### src/hw/rtl/msk_pkg.sv
// Package for the min tracking stack: sizes, codes, state and command types.
// Shared by msk_ctrl, msk_dp and min_tracking_stack_unit; no dependencies.
`default_nettype none

package msk_pkg;

  localparam int DEPTH      = 16;
  localparam int DATA_WIDTH = 32;
  localparam int IDX_W      = $clog2(DEPTH);
  localparam int CNT_W      = $clog2(DEPTH + 1);

  localparam logic MODE_PUSH = 1'b0;
  localparam logic MODE_POP  = 1'b1;

  typedef enum logic [1:0] {
    ST_OK        = 2'd0,
    ST_UNDERFLOW = 2'd1,
    ST_OVERFLOW  = 2'd2
  } status_t;

  typedef enum logic {
    S_IDLE,
    S_EXEC
  } fsm_state_t;

  // capture: latch the request and read the top entries; execute: update stack
  typedef struct packed {
    logic capture;
    logic execute;
  } dp_cmd_t;

endpackage

`default_nettype wire

### src/hw/rtl/msk_ctrl.sv
// Controller for the min tracking stack: two-state sequencer and result strobe.
// Depends on msk_pkg.
`default_nettype none

module msk_ctrl (
  input  wire logic            clk,
  input  wire logic            rst_n,
  input  wire logic            start,
  output logic                 busy,
  output logic                 out_valid,
  output msk_pkg::dp_cmd_t     cmd
);
  import msk_pkg::*;

  fsm_state_t state_r, state_nxt;
  logic       valid_r, valid_nxt;

  always_comb begin
    state_nxt = state_r;
    unique case (state_r)
      S_IDLE: if (start) state_nxt = S_EXEC;
      S_EXEC: state_nxt = S_IDLE;
      default: state_nxt = S_IDLE;
    endcase
  end

  always_comb begin
    busy        = 1'b0;
    cmd.capture = 1'b0;
    cmd.execute = 1'b0;
    valid_nxt   = 1'b0;
    unique case (state_r)
      S_IDLE: cmd.capture = start;
      S_EXEC: begin
        busy        = 1'b1;
        cmd.execute = 1'b1;
        valid_nxt   = 1'b1;
      end
      default: busy = 1'b0;
    endcase
  end

  always_ff @(posedge clk) begin
    if (!rst_n) begin
      state_r <= S_IDLE;
      valid_r <= 1'b0;
    end else begin
      state_r <= state_nxt;
      valid_r <= valid_nxt;
    end
  end

  assign out_valid = valid_r;

endmodule

`default_nettype wire

### src/hw/rtl/msk_dp.sv
// Datapath for the min tracking stack: value and running-min memories, count,
// cached top minimum and result registers. Depends on msk_pkg.
`default_nettype none

module msk_dp (
  input  wire logic                                     clk,
  input  wire logic                                     rst_n,
  input  wire msk_pkg::dp_cmd_t                         cmd,
  input  wire logic                                     in_mode,
  input  wire logic signed [msk_pkg::DATA_WIDTH-1:0]    in_push_value,
  output logic signed [msk_pkg::DATA_WIDTH-1:0]         out_popped_value,
  output logic signed [msk_pkg::DATA_WIDTH-1:0]         out_current_min,
  output logic                                          out_min_valid,
  output logic [1:0]                                    out_status,
  output logic [msk_pkg::CNT_W-1:0]                     out_entry_count
);
  import msk_pkg::*;

  logic signed [DATA_WIDTH-1:0] val_mem [DEPTH];
  logic signed [DATA_WIDTH-1:0] min_mem [DEPTH];

  logic [CNT_W-1:0]             count_r, count_nxt;
  logic signed [DATA_WIDTH-1:0] top_min_r, top_min_nxt;
  logic                         mode_r;
  logic signed [DATA_WIDTH-1:0] val_r;
  logic signed [DATA_WIDTH-1:0] rd_val_r;
  logic signed [DATA_WIDTH-1:0] rd_min_r;

  logic signed [DATA_WIDTH-1:0] pop_r, pop_nxt;
  logic signed [DATA_WIDTH-1:0] min_r, min_nxt;
  logic                         minv_r, minv_nxt;
  status_t                      status_r, status_nxt;
  logic [CNT_W-1:0]             cnt_out_r;

  logic [CNT_W-1:0]             cnt_m1, cnt_m2;
  logic                         full, empty, do_push;
  logic signed [DATA_WIDTH-1:0] push_min;

  assign cnt_m1 = count_r - CNT_W'(1);
  assign cnt_m2 = count_r - CNT_W'(2);
  assign full   = (count_r == CNT_W'(DEPTH));
  assign empty  = (count_r == '0);
  assign do_push = (mode_r == MODE_PUSH) && !full;

  // an equal value keeps the existing minimum
  assign push_min = (!empty && !(val_r < top_min_r)) ? top_min_r : val_r;

  always_comb begin
    count_nxt   = count_r;
    top_min_nxt = top_min_r;
    pop_nxt     = '0;
    min_nxt     = '0;
    minv_nxt    = 1'b0;
    status_nxt  = ST_OK;
    priority if (mode_r == MODE_PUSH && full) begin
      status_nxt = ST_OVERFLOW;
      min_nxt    = top_min_r;
      minv_nxt   = 1'b1;
    end else if (mode_r == MODE_PUSH) begin
      count_nxt   = count_r + CNT_W'(1);
      top_min_nxt = push_min;
      min_nxt     = push_min;
      minv_nxt    = 1'b1;
    end else if (empty) begin
      status_nxt = ST_UNDERFLOW;
    end else begin
      count_nxt = cnt_m1;
      pop_nxt   = rd_val_r;
      if (cnt_m1 != '0) begin
        top_min_nxt = rd_min_r;
        min_nxt     = rd_min_r;
        minv_nxt    = 1'b1;
      end
    end
  end

  // reads of the top two entries happen on the transfer edge
  always_ff @(posedge clk) begin
    if (cmd.capture) begin
      mode_r   <= in_mode;
      val_r    <= in_push_value;
      rd_val_r <= val_mem[cnt_m1[IDX_W-1:0]];
      rd_min_r <= min_mem[cnt_m2[IDX_W-1:0]];
    end
    if (cmd.execute && do_push) begin
      val_mem[count_r[IDX_W-1:0]] <= val_r;
      min_mem[count_r[IDX_W-1:0]] <= push_min;
    end
  end

  always_ff @(posedge clk) begin
    if (cmd.execute) begin
      top_min_r <= top_min_nxt;
      pop_r     <= pop_nxt;
      min_r     <= min_nxt;
      minv_r    <= minv_nxt;
      status_r  <= status_nxt;
      cnt_out_r <= count_nxt;
    end
  end

  always_ff @(posedge clk) begin
    if (!rst_n) begin
      count_r <= '0;
    end else if (cmd.execute) begin
      count_r <= count_nxt;
    end
  end

  assign out_popped_value = pop_r;
  assign out_current_min  = min_r;
  assign out_min_valid    = minv_r;
  assign out_status       = status_r;
  assign out_entry_count  = cnt_out_r;

  a_count_bound: assert property (@(posedge clk) disable iff (!rst_n)
    count_r <= CNT_W'(DEPTH))
    else $error("stack count beyond depth");

  a_minv_matches_count: assert property (@(posedge clk) disable iff (!rst_n)
    cmd.execute |=> (out_min_valid == (out_entry_count != '0)))
    else $error("min valid flag disagrees with entry count");

  a_count_reported: assert property (@(posedge clk) disable iff (!rst_n)
    cmd.execute |=> (out_entry_count == count_r))
    else $error("reported count differs from stack count");

  a_no_cmd_overlap: assert property (@(posedge clk) disable iff (!rst_n)
    !(cmd.capture && cmd.execute))
    else $error("capture and execute in the same cycle");

endmodule

`default_nettype wire

### src/hw/rtl/min_tracking_stack_unit.sv
// Top level of the min tracking stack: controller plus datapath.
// Depends on msk_pkg, msk_ctrl and msk_dp.
//
//   channel   handshake          payload
//   input     start / busy       in_mode, in_push_value
//   result    out_valid strobe   out_popped_value, out_current_min,
//                                out_min_valid, out_status, out_entry_count
//
// In an operation the transfer edge reads the top two memory entries; the
// execute state then updates the stack and registers the result and strobe.
// A new start is taken in the cycle the previous result is on the ports.
// Reset (rst_n low, synchronous) empties the stack; memory contents are kept.
// The receiver cannot stall: each result is shown for exactly one cycle.
`default_nettype none

module min_tracking_stack_unit (
  input  wire logic                                     clk,
  input  wire logic                                     rst_n,
  input  wire logic                                     start,
  output logic                                          busy,
  input  wire logic                                     in_mode,
  input  wire logic signed [msk_pkg::DATA_WIDTH-1:0]    in_push_value,
  output logic                                          out_valid,
  output logic signed [msk_pkg::DATA_WIDTH-1:0]         out_popped_value,
  output logic signed [msk_pkg::DATA_WIDTH-1:0]         out_current_min,
  output logic                                          out_min_valid,
  output logic [1:0]                                    out_status,
  output logic [msk_pkg::CNT_W-1:0]                     out_entry_count
);
  import msk_pkg::*;

  dp_cmd_t cmd;

  msk_ctrl u_ctrl (
    .clk       (clk),
    .rst_n     (rst_n),
    .start     (start),
    .busy      (busy),
    .out_valid (out_valid),
    .cmd       (cmd)
  );

  msk_dp u_dp (
    .clk              (clk),
    .rst_n            (rst_n),
    .cmd              (cmd),
    .in_mode          (in_mode),
    .in_push_value    (in_push_value),
    .out_popped_value (out_popped_value),
    .out_current_min  (out_current_min),
    .out_min_valid    (out_min_valid),
    .out_status       (out_status),
    .out_entry_count  (out_entry_count)
  );

endmodule

`default_nettype wire
### config.mk
export PLATFORM = sky130hd
export DESIGN_NAME = min_tracking_stack_unit
export DESIGN_NICKNAME = d
export VERILOG_FILES = /design/src/hw/rtl/msk_pkg.sv /design/src/hw/rtl/msk_ctrl.sv /design/src/hw/rtl/msk_dp.sv /design/src/hw/rtl/min_tracking_stack_unit.sv
export SDC_FILE = /design/constraint.sdc
export NUM_CORES = 1
export LEC_CHECK = 0
export BUFFER_PORTS_ARGS = -buffer_cell sky130_fd_sc_hd__buf_2
export CAP_MARGIN = 10
export CORE_MARGIN = 4
export CORE_UTILIZATION = 40
export CTS_CLUSTER_SIZE = 10
export DETAILED_ROUTE_END_ITERATION = 8
export PLACE_DENSITY = 0.54
export SETUP_SLACK_MARGIN = 0.05
export SLEW_MARGIN = 20
export SYNTH_ARGS = -nofsm -noshare
export SYNTH_HDL_FRONTEND = slang
export SYNTH_HIERARCHICAL = 1
export SYNTH_SLANG_ARGS = --single-unit
### constraint.sdc
create_clock -name clk -period 10.43 [get_ports clk]
set_clock_uncertainty 0.1 [all_clocks]
set_input_delay 0 -clock clk [delete_from_list [all_inputs] [get_ports clk]]
set_output_delay 0 -clock clk [all_outputs]
set_load 0.02 [all_outputs]
==> reports/results.txt <==
Largest net degree at the start of global routing - 111
Die X - 354 microns
Simple-Gate Fraction of Synth Area - 0.0193
Final ANT Viol Nets - 0
Worst-Margin Slew - 1.13 ns
Biggest area consumer among synthesized cells - edfxtp_1
Setup ws final - 4.61 ns
CTS tree - built
Buffers on Ports - 109
Top cells by area, synth - edfxtp_1 (77%), mux4_2 (15%), ha_1 (1.0%), mux2i_1 (0.69%), nand2_1 (0.64%)
Yosys cell types - 60
Post-synth EDFFs - 1225
Fraction of layout cells with a size suffix above 1 - 0.297
Main combinational cell family by area after synthesis - multiplexers
Site Rows - 126
CP Max Fanout - 66
Core area - 118000 sq um
Clk slew on worst S/H paths - 0.06 ns
Finish-stage setup viols - 0
Skew-Pair Late Insertion Delay - 0.74 ns
Worst R2R Path Depth - 8
Synth Warn # - 6
Area of the mapped netlist - 47800 sq um
Min-Delay Path Class - input pin to register
Slew Limit Fails - 0
Die Footprint - 125000 sq um
Post-synthesis adder-cell area fraction - 0.0105
Setup bufs post-CTS - 0
First-pass GRT wire length - 170 mm
Drc violations - 0
Dominant synthesized flop cell - edfxtp_1
Overall global routing resource usage - 0.188
Worst Path Required - 10.68 ns
Antenna violations before repair - 5
WL/cell - 28.8 microns
Status - finished clean
Vias in the first global route - 24063
Compound-Gate Fraction of Synth Area - 0.0228
Post-synth ARST share - 0
Via density - 5.67
Post-synthesis mux area share - 0.158
DR vias - 23097
GRT overflow - 0
Worst setup SP type - register
Area delta synth->final - 16.4%
Starting Density - 0.404
H-tree levels - 4
Leakage - 17.6 nW
First DRT Iteration DRCs - 2403
Hpwl dp - 62.3 mm
Layout Nets - 2489
Synthesized Nets - 2210
Placer Congestion - 0.774
RSZ-0062 raised after global routing - no
Clock root buffer - clkbuf_16
CTS Sinks - 1232
Final Critical Period - 5.82 ns
Maximum clock rate - 0.172 GHz
DP Worst Slack - 4.53 ns
PwrDens - 199 nW/um^2
Worst VDD drop - 188 uV
Cells after Synth - 2134
Max-slew headroom - 0.249
Synth Area in XOR/XNOR - 0.00128
Share of the synthesized area in the top cell type - 0.770
Clock Path Buffers - 3
Max Cap Violations - 0
Crit Path Class - register to register
Chip height - 354 microns
Avg Inst Size Synth - 22.4 sq um
WP data arrival - 6.07 ns
R2R Path Start - u_dp/count_r[1]
Reg2reg setup slack - 4.61 ns
Worst Setup SP - u_dp/count_r[1]
Setup TNS - 0 ns
Period utilization - 0.558
TritonRoute pass-1 iters - 5
I/O pins - 110
CTS Buf Count - 146
FILL cells - 9658
Critical Path Sink - u_dp/val_mem[3][5]
Seq cells post-synth - 1232
CP endpoint kind - register
End of the worst register-to-register path - u_dp/val_mem[3][5]
Total Wirelength - 117 mm
Hold Fails Final Rpt - 0
Sequential cell area fraction in the yosys report - 0.773
==> state kept, by name, summed over array words and instances (netlist names) <==
name,count
u_dp/rd_min_r,32
u_ctrl/out_valid,1
u_dp/val_r,32
u_ctrl/state_r,1
u_dp/out_entry_count,5
u_dp/out_popped_value,32
u_dp/top_min_r,32
u_dp/rd_val_r,32
u_dp/min_mem,512
u_dp/out_min_valid,1
u_dp/mode_r,1
u_dp/count_r,5
u_dp/out_status,2
u_dp/out_current_min,32
u_dp/val_mem,512
==> power by group <==
group          internal, mW  total [mW]  switching, mW
Sequential             5.61        5.67         0.0613
Clock                  2.67        4.52           1.85
Combinational         0.350       0.867          0.518
==> metrics by stage <==
stage	instances	util	hold slack, ns	instance area [sq um]	power, mW
detailed placement	3791	0.427	0.0793	50600	6.62
finish	4074	0.470	0.116	55600	11.1
global route	4073	0.470	0.101	55600	11.5
global placement	3791	0.427	0.0816	50600	6.60
CTS	4069	0.468	0.0548	55500	11.2
floorplan	2134	-	-0.00113	47800	6.30
==> critical path, cell delays in order, from the launching register on <==
cell and delay, ns:
dfxtp_4 1.01, inv_1 0.38, ha_4 0.28, nor3b_1 0.20, a21oi_1 0.87, nand3_1 0.48, nor3_2 0.83, buf_4 0.49
buf_4 0.73
==> worst min path at each step <==
| stage | from | end | cells after the start |
|---|---|---|---|
| 2_1_floorplan | in_mode | u_dp/mode_r | 0 |
| 3_3_place_gp | in_push_value[10] | u_dp/val_r[10] | 1 |
| 3_5_place_dp | in_push_value[17] | u_dp/val_r[17] | 1 |
| 4_1_cts | rst_n | u_dp/count_r[4] | 3 |
| 5_1_grt | rst_n | u_dp/count_r[4] | 3 |
| 6_report | rst_n | u_dp/count_r[1] | 3 |
==> metal layers <==
metal | GRT usage | part of all wire | vias to the layer above
met2 | 0.300 | 0.48 | 836
li1 | - | - | 9561
met3 | 0.0372 | 0.068 | 166
met1 | 0.269 | 0.43 | 12534
met4 | 0.0480 | 0.019 | 0
met5 | 0 | 0 | -
==> synth_stat cells (5+ instances only) <==
cell / number
a21oi_1: 16
and3_1: 34
buf_1: 20
buf_2: 10
clkbuf_1: 81
dfxtp_1: 7
edfxtp_1: 1225
ha_1: 40
inv_1: 68
mux2i_1: 33
mux4_2: 320
nand2_1: 82
nand3_1: 8
nand4_1: 5
nor2_1: 17
o21ai_0: 10
o221ai_1: 29
o311ai_0: 13
o31ai_1: 19
o41a_1: 18
or4_1: 14
==> logic make-up (layout without fill, tap and decap cells) <==
family | count (synthesis) | after routing
mux | 353 | 353
simple gates | 184 | 184
buf+inv | 186 | 525
fa+ha+maj | 40 | 40
other cells | 0 | 1
xor+xnor | 7 | 7
compound gates | 132 | 132
flops | 1232 | 1232
==> layout make-up <==
type,count,area [sq um],area share
Antenna cell,1,2.50,0.0000450
Clock buffer,186,3890,0.0699
Clock inverter,22,263,0.00472
Inverter,68,255,0.00459
Multi-Input combinational cell,716,10400,0.188
Sequential cell,1232,36900,0.664
Tap cell,1600,2000,0.0360
Timing Repair Buffer,249,1850,0.0333
==> what timing repair did <==
item,4_1_cts,5_1_grt
endpoints found under the setup margin,0,0
gates resized for setup,0,0
hold endpoints to repair,40,0
hold buffers,70,0
==> placed cells by master, fill, tap and decap left out, types with 4 or more instances in the layout <==
master / synthesis / routed
a21oi_1: 16 / 16
and3_1: 34 / 33
buf_2: 10 / 109
buf_4: 2 / 64
clkbuf_1: 81 / 36
clkbuf_16: 0 / 150
clkinv_1: 0 / 4
clkinv_2: 0 / 5
dfxtp_1: 7 / 4
dlygate4sd3_1: 0 / 70
edfxtp_1: 1225 / 1225
ha_1: 40 / 38
inv_1: 68 / 68
inv_6: 0 / 5
mux2i_2: 0 / 30
mux4_2: 320 / 320
nand2_1: 82 / 82
nand2b_1: 4 / 4
nand3_1: 8 / 8
nand4_1: 5 / 5
nor2_1: 17 / 5
nor2_4: 0 / 13
o21ai_0: 10 / 10
o221ai_1: 29 / 29
o311ai_0: 13 / 13
o31ai_1: 19 / 19
o41a_1: 18 / 18
or4_1: 14 / 14
Power figures use the tool's default switching activity.
